### src/sorted_box_list_with_mean_center_defines.svh
// Assertion macros for the sorted box list block.
// Included by the modules that carry concurrent assertions.
`ifndef SORTED_BOX_LIST_WITH_MEAN_CENTER_DEFINES_SVH
`define SORTED_BOX_LIST_WITH_MEAN_CENTER_DEFINES_SVH

// Consequent checked in the same cycle as the antecedent.
`define SBL_ASSERT_SAME(label, clk, rst_n, ante, cons, msg) \
    label: assert property (@(posedge clk) disable iff (!rst_n) (ante) |-> (cons)) \
        else $error(msg);

// Consequent checked in the cycle after the antecedent.
`define SBL_ASSERT_NEXT(label, clk, rst_n, ante, cons, msg) \
    label: assert property (@(posedge clk) disable iff (!rst_n) (ante) |=> (cons)) \
        else $error(msg);

`endif

### src/sbl_pkg.sv
// Shared constants, codes and types for the sorted box list block.
// No dependencies.
`default_nettype none

package sbl_pkg;

    localparam int STATUS_W  = 2;
    localparam int CNT_OUT_W = 5;
    localparam int TAG_W     = 16;
    localparam int IDX_W     = 4;

    localparam logic       REQ_INSERT = 1'b0;
    localparam logic       REQ_READ   = 1'b1;

    localparam logic [STATUS_W-1:0] ST_OK    = 2'd0;
    localparam logic [STATUS_W-1:0] ST_FULL  = 2'd1;
    localparam logic [STATUS_W-1:0] ST_RANGE = 2'd2;

    typedef struct packed {
        logic busy;
        logic done;
    } t_div_stat;

endpackage

`default_nettype wire

### src/sbl_if.sv
// Request and response channel interfaces of the sorted box list block.
// Depends on sbl_pkg.
`default_nettype none

interface sbl_req_if #(
    parameter int COORD_BITS = 12
);
    logic                        valid;
    logic                        ready;
    logic                        req_type;
    logic [sbl_pkg::IDX_W-1:0]   read_index;
    logic [COORD_BITS-1:0]       box_upper_left_x;
    logic [COORD_BITS-1:0]       box_upper_left_y;
    logic [COORD_BITS-1:0]       box_lower_right_x;
    logic [COORD_BITS-1:0]       box_lower_right_y;
    logic [sbl_pkg::TAG_W-1:0]   box_tag;

    modport source (
        output valid, req_type, read_index, box_upper_left_x, box_upper_left_y,
               box_lower_right_x, box_lower_right_y, box_tag,
        input  ready
    );
    modport sink (
        input  valid, req_type, read_index, box_upper_left_x, box_upper_left_y,
               box_lower_right_x, box_lower_right_y, box_tag,
        output ready
    );
endinterface

interface sbl_rsp_if #(
    parameter int COORD_BITS = 12
);
    logic                          valid;
    logic                          ready;
    logic [sbl_pkg::STATUS_W-1:0]  status;
    logic [sbl_pkg::CNT_OUT_W-1:0] entry_count;
    logic [COORD_BITS-1:0]         pole_x;
    logic [COORD_BITS-1:0]         out_upper_left_x;
    logic [COORD_BITS-1:0]         out_upper_left_y;
    logic [COORD_BITS-1:0]         out_lower_right_x;
    logic [COORD_BITS-1:0]         out_lower_right_y;
    logic [sbl_pkg::TAG_W-1:0]     out_tag;

    modport source (
        output valid, status, entry_count, pole_x, out_upper_left_x, out_upper_left_y,
               out_lower_right_x, out_lower_right_y, out_tag,
        input  ready
    );
    modport sink (
        input  valid, status, entry_count, pole_x, out_upper_left_x, out_upper_left_y,
               out_lower_right_x, out_lower_right_y, out_tag,
        output ready
    );
endinterface

`default_nettype wire

### src/sbl_mem.sv
// Entry store of the sorted box list: one write port, one registered read port.
// No dependencies.
`default_nettype none

module sbl_mem #(
    parameter  int DEPTH  = 16,
    parameter  int DATA_W = 64,
    localparam int ADDR_W = $clog2(DEPTH)
) (
    input  wire logic              i_clk,
    input  wire logic              i_we,
    input  wire logic [ADDR_W-1:0] i_waddr,
    input  wire logic [DATA_W-1:0] i_wdata,
    input  wire logic              i_re,
    input  wire logic [ADDR_W-1:0] i_raddr,
    output logic      [DATA_W-1:0] o_rdata
);

    logic [DATA_W-1:0] r_mem [DEPTH];
    logic [DATA_W-1:0] r_rdata;

    always_ff @(posedge i_clk) begin
        if (i_we) begin
            r_mem[i_waddr] <= i_wdata;
        end
        if (i_re) begin
            r_rdata <= r_mem[i_raddr];
        end
    end

    assign o_rdata = r_rdata;

endmodule

`default_nettype wire

### src/sbl_div.sv
// Restoring divider, one quotient bit per cycle.
// Depends on sbl_pkg for the status struct.
`default_nettype none

module sbl_div #(
    parameter  int NUM_W = 17,
    parameter  int DEN_W = 5,
    localparam int CNT_W = $clog2(NUM_W + 1)
) (
    input  wire logic               i_clk,
    input  wire logic               i_rst_n,
    input  wire logic               i_start,
    input  wire logic [NUM_W-1:0]   i_num,
    input  wire logic [DEN_W-1:0]   i_den,
    output sbl_pkg::t_div_stat      o_stat,
    output logic      [NUM_W-1:0]   o_quo
);

    logic             r_busy, n_busy;
    logic             r_done, n_done;
    logic [CNT_W-1:0] r_cnt, n_cnt;
    logic [NUM_W-1:0] r_num, n_num;
    logic [DEN_W-1:0] r_rem, n_rem;
    logic [DEN_W-1:0] r_den, n_den;
    logic [DEN_W:0]   trial;
    logic [DEN_W:0]   diff;
    logic             ge;

    assign trial = {r_rem, r_num[NUM_W-1]};
    assign diff  = trial - {1'b0, r_den};
    assign ge    = (trial >= {1'b0, r_den});

    always_comb begin
        n_busy = r_busy;
        n_done = 1'b0;
        n_cnt  = r_cnt;
        n_num  = r_num;
        n_rem  = r_rem;
        n_den  = r_den;
        if (i_start) begin
            n_busy = 1'b1;
            n_cnt  = CNT_W'(NUM_W);
            n_num  = i_num;
            n_rem  = '0;
            n_den  = i_den;
        end else if (r_busy) begin
            n_rem = ge ? diff[DEN_W-1:0] : trial[DEN_W-1:0];
            n_num = {r_num[NUM_W-2:0], ge};
            n_cnt = r_cnt - CNT_W'(1);
            if (r_cnt == CNT_W'(1)) begin
                n_busy = 1'b0;
                n_done = 1'b1;
            end
        end
    end

    always_ff @(posedge i_clk) begin
        if (!i_rst_n) begin
            r_busy <= 1'b0;
            r_done <= 1'b0;
            r_cnt  <= '0;
        end else begin
            r_busy <= n_busy;
            r_done <= n_done;
            r_cnt  <= n_cnt;
        end
        r_num <= n_num;
        r_rem <= n_rem;
        r_den <= n_den;
    end

    assign o_stat = '{busy: r_busy, done: r_done};
    assign o_quo  = r_num;

endmodule

`default_nettype wire

### src/sorted_box_list_with_mean_center.sv
// Sorted box list with mean center x: top level, sequencer and result register.
// Depends on sbl_pkg, sbl_if, sbl_mem, sbl_div and the assertion macro header.
//
//  channel | dir | handshake           | payload
//  i_req   | in  | valid/ready         | req_type, read_index, box corners, box_tag
//  o_rsp   | out | valid/ready         | status, entry_count, pole_x, entry fields
//
// Read and dropped insert: accept in S_IDLE, then the result in S_DONE. Insert: accept, then
// S_SH_RD and S_SH_CMP per stored entry shifted down, the placement write, then S_DIV_GO,
// S_DIV_WT until the divider is done, and S_DONE.
// The walk is set by the store's registered read port, the tail by the serial divider.
// Reset is synchronous; the store needs no clearing pass. A waiting result does not block
// acceptance; a second result waits in the final state until the output register drains.
`default_nettype none
`include "sorted_box_list_with_mean_center_defines.svh"

module sorted_box_list_with_mean_center #(
    parameter int LIST_CAPACITY = 16,
    parameter int COORD_BITS    = 12
) (
    input  wire logic i_clk,
    input  wire logic i_rst_n,
    sbl_req_if.sink   i_req,
    sbl_rsp_if.source o_rsp
);

    localparam int CNT_W = $clog2(LIST_CAPACITY + 1);
    localparam int AW    = $clog2(LIST_CAPACITY);
    localparam int SUM_W = COORD_BITS + CNT_W;
    localparam int CMP_W = (CNT_W > sbl_pkg::IDX_W) ? CNT_W : sbl_pkg::IDX_W;
    localparam int ENT_W = 4 * COORD_BITS + sbl_pkg::TAG_W;
    localparam int ULX_L = 0;
    localparam int ULY_L = COORD_BITS;
    localparam int LRX_L = 2 * COORD_BITS;
    localparam int LRY_L = 3 * COORD_BITS;
    localparam int TAG_L = 4 * COORD_BITS;

    typedef enum logic [5:0] {
        S_IDLE   = 6'b000001,
        S_SH_RD  = 6'b000010,
        S_SH_CMP = 6'b000100,
        S_DIV_GO = 6'b001000,
        S_DIV_WT = 6'b010000,
        S_DONE   = 6'b100000
    } t_state;

    t_state                        r_state, n_state;
    logic [CNT_W-1:0]              r_count, n_count;
    logic [SUM_W-1:0]              r_sum, n_sum;
    logic [COORD_BITS-1:0]         r_mean, n_mean;
    logic [CNT_W-1:0]              r_pos, n_pos;
    logic [ENT_W-1:0]              r_box, n_box;
    logic [sbl_pkg::STATUS_W-1:0]  r_status, n_status;
    logic                          r_rd_ok, n_rd_ok;

    logic                          r_o_valid, n_o_valid;
    logic [sbl_pkg::STATUS_W-1:0]  r_o_status, n_o_status;
    logic [sbl_pkg::CNT_OUT_W-1:0] r_o_count, n_o_count;
    logic [COORD_BITS-1:0]         r_o_pole, n_o_pole;
    logic [ENT_W-1:0]              r_o_ent, n_o_ent;

    logic                          mem_we, mem_re;
    logic [AW-1:0]                 mem_waddr, mem_raddr;
    logic [ENT_W-1:0]              mem_wdata, mem_rdata;
    logic                          div_start;
    sbl_pkg::t_div_stat            div_stat;
    logic [SUM_W-1:0]              div_quo;

    logic                          in_fire;
    logic                          ins_commit;
    logic [COORD_BITS:0]           box_xsum;
    logic [COORD_BITS-1:0]         box_center;
    logic [ENT_W-1:0]              in_box;

    sbl_mem #(
        .DEPTH  (LIST_CAPACITY),
        .DATA_W (ENT_W)
    ) u_mem (
        .i_clk   (i_clk),
        .i_we    (mem_we),
        .i_waddr (mem_waddr),
        .i_wdata (mem_wdata),
        .i_re    (mem_re),
        .i_raddr (mem_raddr),
        .o_rdata (mem_rdata)
    );

    sbl_div #(
        .NUM_W (SUM_W),
        .DEN_W (CNT_W)
    ) u_div (
        .i_clk   (i_clk),
        .i_rst_n (i_rst_n),
        .i_start (div_start),
        .i_num   (r_sum),
        .i_den   (r_count),
        .o_stat  (div_stat),
        .o_quo   (div_quo)
    );

    assign i_req.ready = (r_state == S_IDLE);
    assign in_fire     = i_req.valid && i_req.ready;
    assign in_box      = {i_req.box_tag, i_req.box_lower_right_y, i_req.box_lower_right_x,
                          i_req.box_upper_left_y, i_req.box_upper_left_x};

    assign box_xsum   = {1'b0, r_box[ULX_L +: COORD_BITS]} + {1'b0, r_box[LRX_L +: COORD_BITS]};
    assign box_center = box_xsum[COORD_BITS:1];

    assign ins_commit = ((r_state == S_SH_RD) && (r_pos == '0))
                     || ((r_state == S_SH_CMP)
                         && (mem_rdata[ULY_L +: COORD_BITS] <= r_box[ULY_L +: COORD_BITS]));

    always_comb begin
        n_state    = r_state;
        n_count    = r_count;
        n_sum      = r_sum;
        n_mean     = r_mean;
        n_pos      = r_pos;
        n_box      = r_box;
        n_status   = r_status;
        n_rd_ok    = r_rd_ok;
        n_o_valid  = r_o_valid;
        n_o_status = r_o_status;
        n_o_count  = r_o_count;
        n_o_pole   = r_o_pole;
        n_o_ent    = r_o_ent;
        mem_we     = 1'b0;
        mem_waddr  = AW'(r_pos);
        mem_wdata  = r_box;
        mem_re     = 1'b0;
        mem_raddr  = AW'(r_pos - CNT_W'(1));
        div_start  = 1'b0;

        if (r_o_valid && o_rsp.ready) begin
            n_o_valid = 1'b0;
        end

        if (ins_commit) begin
            mem_we  = 1'b1;
            n_count = r_count + CNT_W'(1);
            n_sum   = r_sum + SUM_W'(box_center);
        end

        unique case (r_state)
            S_IDLE: begin
                if (in_fire) begin
                    n_box    = in_box;
                    n_rd_ok  = 1'b0;
                    n_status = sbl_pkg::ST_OK;
                    if (i_req.req_type == sbl_pkg::REQ_READ) begin
                        if (CMP_W'(i_req.read_index) < CMP_W'(r_count)) begin
                            mem_re    = 1'b1;
                            mem_raddr = AW'(i_req.read_index);
                            n_rd_ok   = 1'b1;
                        end else begin
                            n_status = sbl_pkg::ST_RANGE;
                        end
                        n_state = S_DONE;
                    end else if (r_count >= CNT_W'(LIST_CAPACITY)) begin
                        n_status = sbl_pkg::ST_FULL;
                        n_state  = S_DONE;
                    end else begin
                        n_pos   = r_count;
                        n_state = S_SH_RD;
                    end
                end
            end
            S_SH_RD: begin
                if (ins_commit) begin
                    n_state = S_DIV_GO;
                end else begin
                    mem_re  = 1'b1;
                    n_state = S_SH_CMP;
                end
            end
            S_SH_CMP: begin
                if (ins_commit) begin
                    n_state = S_DIV_GO;
                end else begin
                    // entry above sorts after the new box: move it down one slot
                    mem_we    = 1'b1;
                    mem_wdata = mem_rdata;
                    n_pos     = r_pos - CNT_W'(1);
                    n_state   = S_SH_RD;
                end
            end
            S_DIV_GO: begin
                div_start = 1'b1;
                n_state   = S_DIV_WT;
            end
            S_DIV_WT: begin
                if (div_stat.done) begin
                    n_mean  = COORD_BITS'(div_quo);
                    n_state = S_DONE;
                end
            end
            S_DONE: begin
                if (!r_o_valid || o_rsp.ready) begin
                    n_o_valid  = 1'b1;
                    n_o_status = r_status;
                    n_o_count  = sbl_pkg::CNT_OUT_W'(r_count);
                    n_o_pole   = r_mean;
                    n_o_ent    = r_rd_ok ? mem_rdata : '0;
                    n_state    = S_IDLE;
                end
            end
            default: begin
                n_state = S_IDLE;
            end
        endcase
    end

    always_ff @(posedge i_clk) begin
        if (!i_rst_n) begin
            r_state   <= S_IDLE;
            r_count   <= '0;
            r_sum     <= '0;
            r_mean    <= '0;
            r_o_valid <= 1'b0;
        end else begin
            r_state   <= n_state;
            r_count   <= n_count;
            r_sum     <= n_sum;
            r_mean    <= n_mean;
            r_o_valid <= n_o_valid;
        end
        r_pos      <= n_pos;
        r_box      <= n_box;
        r_status   <= n_status;
        r_rd_ok    <= n_rd_ok;
        r_o_status <= n_o_status;
        r_o_count  <= n_o_count;
        r_o_pole   <= n_o_pole;
        r_o_ent    <= n_o_ent;
    end

    assign o_rsp.valid             = r_o_valid;
    assign o_rsp.status            = r_o_status;
    assign o_rsp.entry_count       = r_o_count;
    assign o_rsp.pole_x            = r_o_pole;
    assign o_rsp.out_upper_left_x  = r_o_ent[ULX_L +: COORD_BITS];
    assign o_rsp.out_upper_left_y  = r_o_ent[ULY_L +: COORD_BITS];
    assign o_rsp.out_lower_right_x = r_o_ent[LRX_L +: COORD_BITS];
    assign o_rsp.out_lower_right_y = r_o_ent[LRY_L +: COORD_BITS];
    assign o_rsp.out_tag           = r_o_ent[TAG_L +: sbl_pkg::TAG_W];

    `SBL_ASSERT_SAME(a_count_cap, i_clk, i_rst_n, 1'b1, r_count <= CNT_W'(LIST_CAPACITY), "count above capacity")
    `SBL_ASSERT_SAME(a_empty_pole, i_clk, i_rst_n, r_count == '0, r_mean == '0, "pole x nonzero while empty")
    `SBL_ASSERT_SAME(a_div_idle, i_clk, i_rst_n, div_start, !div_stat.busy, "divider restarted while busy")
    `SBL_ASSERT_NEXT(a_ins_count, i_clk, i_rst_n, ins_commit, r_count == $past(r_count) + CNT_W'(1), "insert did not bump count")

endmodule

`default_nettype wire
### src/flat_wrapper.sv
// flat-port wrapper written by rule: the top's interface ports become plain ports
module sorted_box_list_with_mean_center_flat 
#(
    parameter int LIST_CAPACITY = 16,
    parameter int COORD_BITS    = 12
)
  (i_clk, i_rst_n, i_req_valid, i_req_req_type, i_req_read_index, i_req_box_upper_left_x, i_req_box_upper_left_y, i_req_box_lower_right_x, i_req_box_lower_right_y, i_req_box_tag, i_req_ready, o_rsp_valid, o_rsp_status, o_rsp_entry_count, o_rsp_pole_x, o_rsp_out_upper_left_x, o_rsp_out_upper_left_y, o_rsp_out_lower_right_x, o_rsp_out_lower_right_y, o_rsp_out_tag, o_rsp_ready);
  sbl_req_if #(.COORD_BITS(COORD_BITS)) i_req_i ();
  sbl_rsp_if #(.COORD_BITS(COORD_BITS)) o_rsp_i ();
  input  wire logic i_clk;
  input  wire logic i_rst_n;
  input wire logic [$bits(i_req_i.valid)-1:0] i_req_valid;
  input wire logic [$bits(i_req_i.req_type)-1:0] i_req_req_type;
  input wire logic [$bits(i_req_i.read_index)-1:0] i_req_read_index;
  input wire logic [$bits(i_req_i.box_upper_left_x)-1:0] i_req_box_upper_left_x;
  input wire logic [$bits(i_req_i.box_upper_left_y)-1:0] i_req_box_upper_left_y;
  input wire logic [$bits(i_req_i.box_lower_right_x)-1:0] i_req_box_lower_right_x;
  input wire logic [$bits(i_req_i.box_lower_right_y)-1:0] i_req_box_lower_right_y;
  input wire logic [$bits(i_req_i.box_tag)-1:0] i_req_box_tag;
  output wire logic [$bits(i_req_i.ready)-1:0] i_req_ready;
  output wire logic [$bits(o_rsp_i.valid)-1:0] o_rsp_valid;
  output wire logic [$bits(o_rsp_i.status)-1:0] o_rsp_status;
  output wire logic [$bits(o_rsp_i.entry_count)-1:0] o_rsp_entry_count;
  output wire logic [$bits(o_rsp_i.pole_x)-1:0] o_rsp_pole_x;
  output wire logic [$bits(o_rsp_i.out_upper_left_x)-1:0] o_rsp_out_upper_left_x;
  output wire logic [$bits(o_rsp_i.out_upper_left_y)-1:0] o_rsp_out_upper_left_y;
  output wire logic [$bits(o_rsp_i.out_lower_right_x)-1:0] o_rsp_out_lower_right_x;
  output wire logic [$bits(o_rsp_i.out_lower_right_y)-1:0] o_rsp_out_lower_right_y;
  output wire logic [$bits(o_rsp_i.out_tag)-1:0] o_rsp_out_tag;
  input wire logic [$bits(o_rsp_i.ready)-1:0] o_rsp_ready;
  assign i_req_i.valid = i_req_valid;
  assign i_req_i.req_type = i_req_req_type;
  assign i_req_i.read_index = i_req_read_index;
  assign i_req_i.box_upper_left_x = i_req_box_upper_left_x;
  assign i_req_i.box_upper_left_y = i_req_box_upper_left_y;
  assign i_req_i.box_lower_right_x = i_req_box_lower_right_x;
  assign i_req_i.box_lower_right_y = i_req_box_lower_right_y;
  assign i_req_i.box_tag = i_req_box_tag;
  assign i_req_ready = i_req_i.ready;
  assign o_rsp_valid = o_rsp_i.valid;
  assign o_rsp_status = o_rsp_i.status;
  assign o_rsp_entry_count = o_rsp_i.entry_count;
  assign o_rsp_pole_x = o_rsp_i.pole_x;
  assign o_rsp_out_upper_left_x = o_rsp_i.out_upper_left_x;
  assign o_rsp_out_upper_left_y = o_rsp_i.out_upper_left_y;
  assign o_rsp_out_lower_right_x = o_rsp_i.out_lower_right_x;
  assign o_rsp_out_lower_right_y = o_rsp_i.out_lower_right_y;
  assign o_rsp_out_tag = o_rsp_i.out_tag;
  assign o_rsp_i.ready = o_rsp_ready;
  sorted_box_list_with_mean_center #(.LIST_CAPACITY(LIST_CAPACITY), .COORD_BITS(COORD_BITS)) u_core (.i_clk(i_clk), .i_rst_n(i_rst_n), .i_req(i_req_i), .o_rsp(o_rsp_i));
endmodule
### config.mk
export PLATFORM = sky130hd
export DESIGN_NAME = sorted_box_list_with_mean_center_flat
export DESIGN_NICKNAME = d
export VERILOG_FILES = /design/src/sbl_pkg.sv /design/src/sbl_if.sv /design/src/sbl_mem.sv /design/src/sbl_div.sv /design/src/sorted_box_list_with_mean_center.sv /design/src/flat_wrapper.sv
export VERILOG_INCLUDE_DIRS = /design/src /design/src/src
export SDC_FILE = /design/constraint.sdc
export NUM_CORES = 2
export LEC_CHECK = 0
export ABC_AREA = 0
export BUFFER_PORTS_ARGS = -buffer_cell sky130_fd_sc_hd__buf_2
export CAP_MARGIN = 20
export CORE_UTILIZATION = 51
export DETAILED_ROUTE_END_ITERATION = 10
export PLACE_DENSITY = 0.69
export SLEW_MARGIN = 10
export SYNTH_ARGS = -nofsm -noshare
export SYNTH_HDL_FRONTEND = slang
export SYNTH_SLANG_ARGS = --single-unit
### constraint.sdc
create_clock -name i_clk -period 9.8 [get_ports i_clk]
set_input_delay 0.98 -clock i_clk [delete_from_list [all_inputs] [get_ports i_clk]]
set_output_delay 0.98 -clock i_clk [all_outputs]
set_load 0.01 [all_outputs]
==> metrics.csv <==
metric,value,unit
count of input and output buffers,157,
detailed router's first-iteration violation count,3311,
crit path max-delay cell type,sky130_fd_sc_hd__buf_4,
number of instances resized during post-cts repair,0,
drt via density,6.04,
area after detailed placement,53800,sq um
syn_nets,3079,
IO Pins,158,
reg2reg path depth,11,
pin count of the biggest net entering global routing,145,
horizontal die dimension,320,um
measured slew at the worst slew-check pin,1.19,ns
status,finished clean,
CORE AREA,100000,sq um
first-pass iteration count of the detailed router,5,
die height,320,um
share of the yosys chip area belonging to registers,75.6,%
number of nets in the finished design,3287,
data required time at the worst endpoint,10.30,ns
number of enable flip-flop cells after synthesis,1265,
Hold Path Class,in -> reg,
routed wire length,125,mm
family of cells with the greatest summed delay on the critical path,buffers and inverters,
minimum clock period after layout,5.01,ns
source-to-sink clock delay at the later pin of the worst-skew pair,0.76,ns
effective utilization at floorplan,51.5,%
number of cells on the worst hold path,1,
pwr dens,289,nW/um^2
cell area after synthesis,51700,sq um
number of design rule violations left after detail routing,0,
global-route wire length before repair,181,mm
vias in the first global route,27800,
type of destination of the critical path,register,
count of antenna diodes in the layout,0,
number of buffers created by CTS,135,
peak ir drop on the vdd network,0.000462,V
total via count after detailed routing,27900,
Final Max Slew Viols,0,
distinct cell type count after synthesis,65,
gr ovfl total,0,
GRT Resource Usage Total,24.3,%
post-detailed-route wirelength per cell,27.0,um
Slew HR,20.6,%
most frequent cells in the layout,"1265 x sky130_fd_sc_hd__edfxtp_1, 535 x sky130_fd_sc_hd__mux2i_1, 256 x sky130_fd_sc_hd__o22ai_1",
worst path buffer plus inverter count,3,
"logic depth of the worst path, buffers included",11,
longest individual stage delay on the worst path,0.88,ns
"CTS clk-pin slew, worst paths",0.06,ns
most common library cell in the layout ignoring fill and taps,sky130_fd_sc_hd__edfxtp_1,
final non-filler cell area,58100,sq um
period utilisation layout,51.1,%
Worst R2R Setup Slack,4.79,ns
crit path launch type,register,
count of maximum capacitance violations,0,
worst setup path class,reg -> reg,
post-CTS repair timing setup buffer count,0,
static leakage,20.2,nW
clock buffer depth,3,
per-instance average area after synthesis,17.5,sq um
final hold viol count,0,
number of buffers inserted by hold repair at cts,0,
share of post-route cells with drive strength above 1,15.2,%
Placer Congestion,0.827,
clock tree from TritonCTS,yes,
CTS root buf,sky130_fd_sc_hd__clkbuf_16,
floorplan die area,103000,sq um
YS warnings,0,
initial antenna violation count,6,
setup violators final,0,
post-synthesis async set-or-reset flop share,0,%
critical path data arrival time,5.50,ns
detailed placer's ending HPWL,63.0,mm
Final ANT Viol Nets,0,
H-tree depth,4,
synthesis-to-finish area growth,12.5,%
Sink Count,1318,
summed negative setup slack over all endpoints,0,ns
number of synthesized register bits,1318,
highest achievable clock rate,0.200,GHz
setup repair after global routing missed its margin,no,
worst-path maximum fanout,130,
predominant post-synthesis flop cell,sky130_fd_sc_hd__edfxtp_1,
Rows,116,
largest clock skew in the final design,0.0365,ns
Synth Instances,2951,
cells traversed along the worst timing path,inv_1 -> ha_1 -> nor3_1 -> or3_1 -> o2111ai_1 -> mux2i_4 -> buf_12 -> buf_4 -> mux2i_1 -> o22ai_1 -> or4_1,
-- synthesized netlist by cell type (all sizes together), types with 3 or more instances --
| library cell | number | area [sq um] |
|---|---|---|
| a211oi | 9 | 67.6 |
| a21o | 5 | 37.5 |
| a21oi | 39 | 195 |
| a31o | 3 | 26.3 |
| and2 | 84 | 526 |
| buf | 108 | 788 |
| clkbuf | 30 | 113 |
| dfxtp | 53 | 1060 |
| edfxtp | 1265 | 38000 |
| fa | 3 | 60.1 |
| ha | 52 | 651 |
| inv | 42 | 158 |
| mux2 | 54 | 616 |
| mux2i | 537 | 5380 |
| nand2 | 123 | 527 |
| nand2b | 7 | 43.8 |
| nand3 | 6 | 30.0 |
| nand4 | 4 | 25.0 |
| nand4b | 3 | 26.3 |
| nor2 | 54 | 203 |
| nor2b | 12 | 75.1 |
| nor3 | 16 | 85.1 |
| nor4 | 6 | 52.6 |
| nor4b | 3 | 26.3 |
| o211ai | 4 | 43.8 |
| o21a | 7 | 52.6 |
| o21ai | 38 | 190 |
| o22ai | 256 | 1600 |
| o31ai | 6 | 45.0 |
| or2 | 3 | 18.8 |
| or3 | 4 | 25.0 |
| or4 | 68 | 514 |
| xnor2 | 19 | 166 |
| xor2 | 9 | 78.8 |
-- cells by family (layout without fill, tap and decap cells) --
logic type               Yosys count  after routing  share of synthesized area, %
flip-flops                      1318           1318                          75.6
AND/OR/NAND/NOR                  399            399                          4.31
buffers and inverters            180            494                          2.05
XOR/XNOR                          28             28                         0.475
AO/OA/AOI/OAI                    380            380                          4.63
multiplexers                     591            591                          11.6
adder cells (fa/ha/maj)           55             55                          1.38
-- sequential cells by signal, summed over array words and instances, names as in the netlist --
name and flops:
u_core.o_rsp.pole_x 12, u_core.u_mem.o_rdata 64, u_core.r_sum 17, u_core.o_rsp.entry_count 5, u_core.u_div.r_cnt 5, u_core.o_rsp.valid 1, u_core.u_mem.r_mem 1024, u_core.r_rd_ok 1
u_core.r_o_ent 64, u_core.r_status 2, u_core.r_mean 12, u_core.u_div.r_den 5, u_core.r_box 64, u_core.u_div.r_busy 1, u_core.o_rsp.status 2, u_core.r_state 6
u_core.r_pos 5, u_core.r_count 5, u_core.u_div.r_rem 5, u_core.u_div.r_done 1, u_core.u_div.o_quo 17
-- layer usage --
| metal | vias up | routed length (um) | GRT usage (%) |
|---|---|---|---|
| li1 | 12100 | - | - |
| met1 | 14200 | 52400 | 34.9 |
| met2 | 1330 | 57800 | 37.6 |
| met3 | 247 | 10800 | 4.06 |
| met4 | 4 | 3590 | 8.95 |
| met5 | - | 23 | 0 |
-- report_power, final --
part / switching (mW) / leakage [nW] / internal (mW)
clock: 2.13 / 2.12 / 2.90
sequential: 0.177 / 11.9 / 6.92
combinational: 2.95 / 6.23 / 1.72
-- final timing paths --
path / startpoint / endpoint
setup / recovery: u_core.r_count[2] / u_core.u_mem.o_rdata[52]
hold / removal: i_req_box_lower_right_x[9] / u_core.r_box[33]
setup reg to reg: u_core.r_count[2] / u_core.u_mem.o_rdata[52]
hold reg to reg: u_core.r_status[0] / u_core.o_rsp.status[0]
-- final cells by class --
class / count / area, sq um
fillers: 7457 / 42200
multi-input cells: 1453 / 11700
inverters: 42 / 158
flip-flops and latches: 1318 / 39000
clock inverters: 75 / 744
repair buffers: 209 / 1210
well taps: 1357 / 1700
clock buffers: 168 / 3610
-- stage by stage --
step	util [%]	hold WS (ns)	worst slack [ns]	cells	power, mW
final	57.9	0.397	4.79	4622	16.8
after detailed placement	53.6	0.411	4.33	4379	11.8
after global placement	53.6	0.409	4.42	4376	11.7
after CTS	57.9	0.355	4.86	4622	16.8
after global routing	57.9	0.366	4.58	4622	17.4
after floorplan	-	0.400	2.99	2951	10.6
Note: power is estimated with default switching activity, not from simulation.
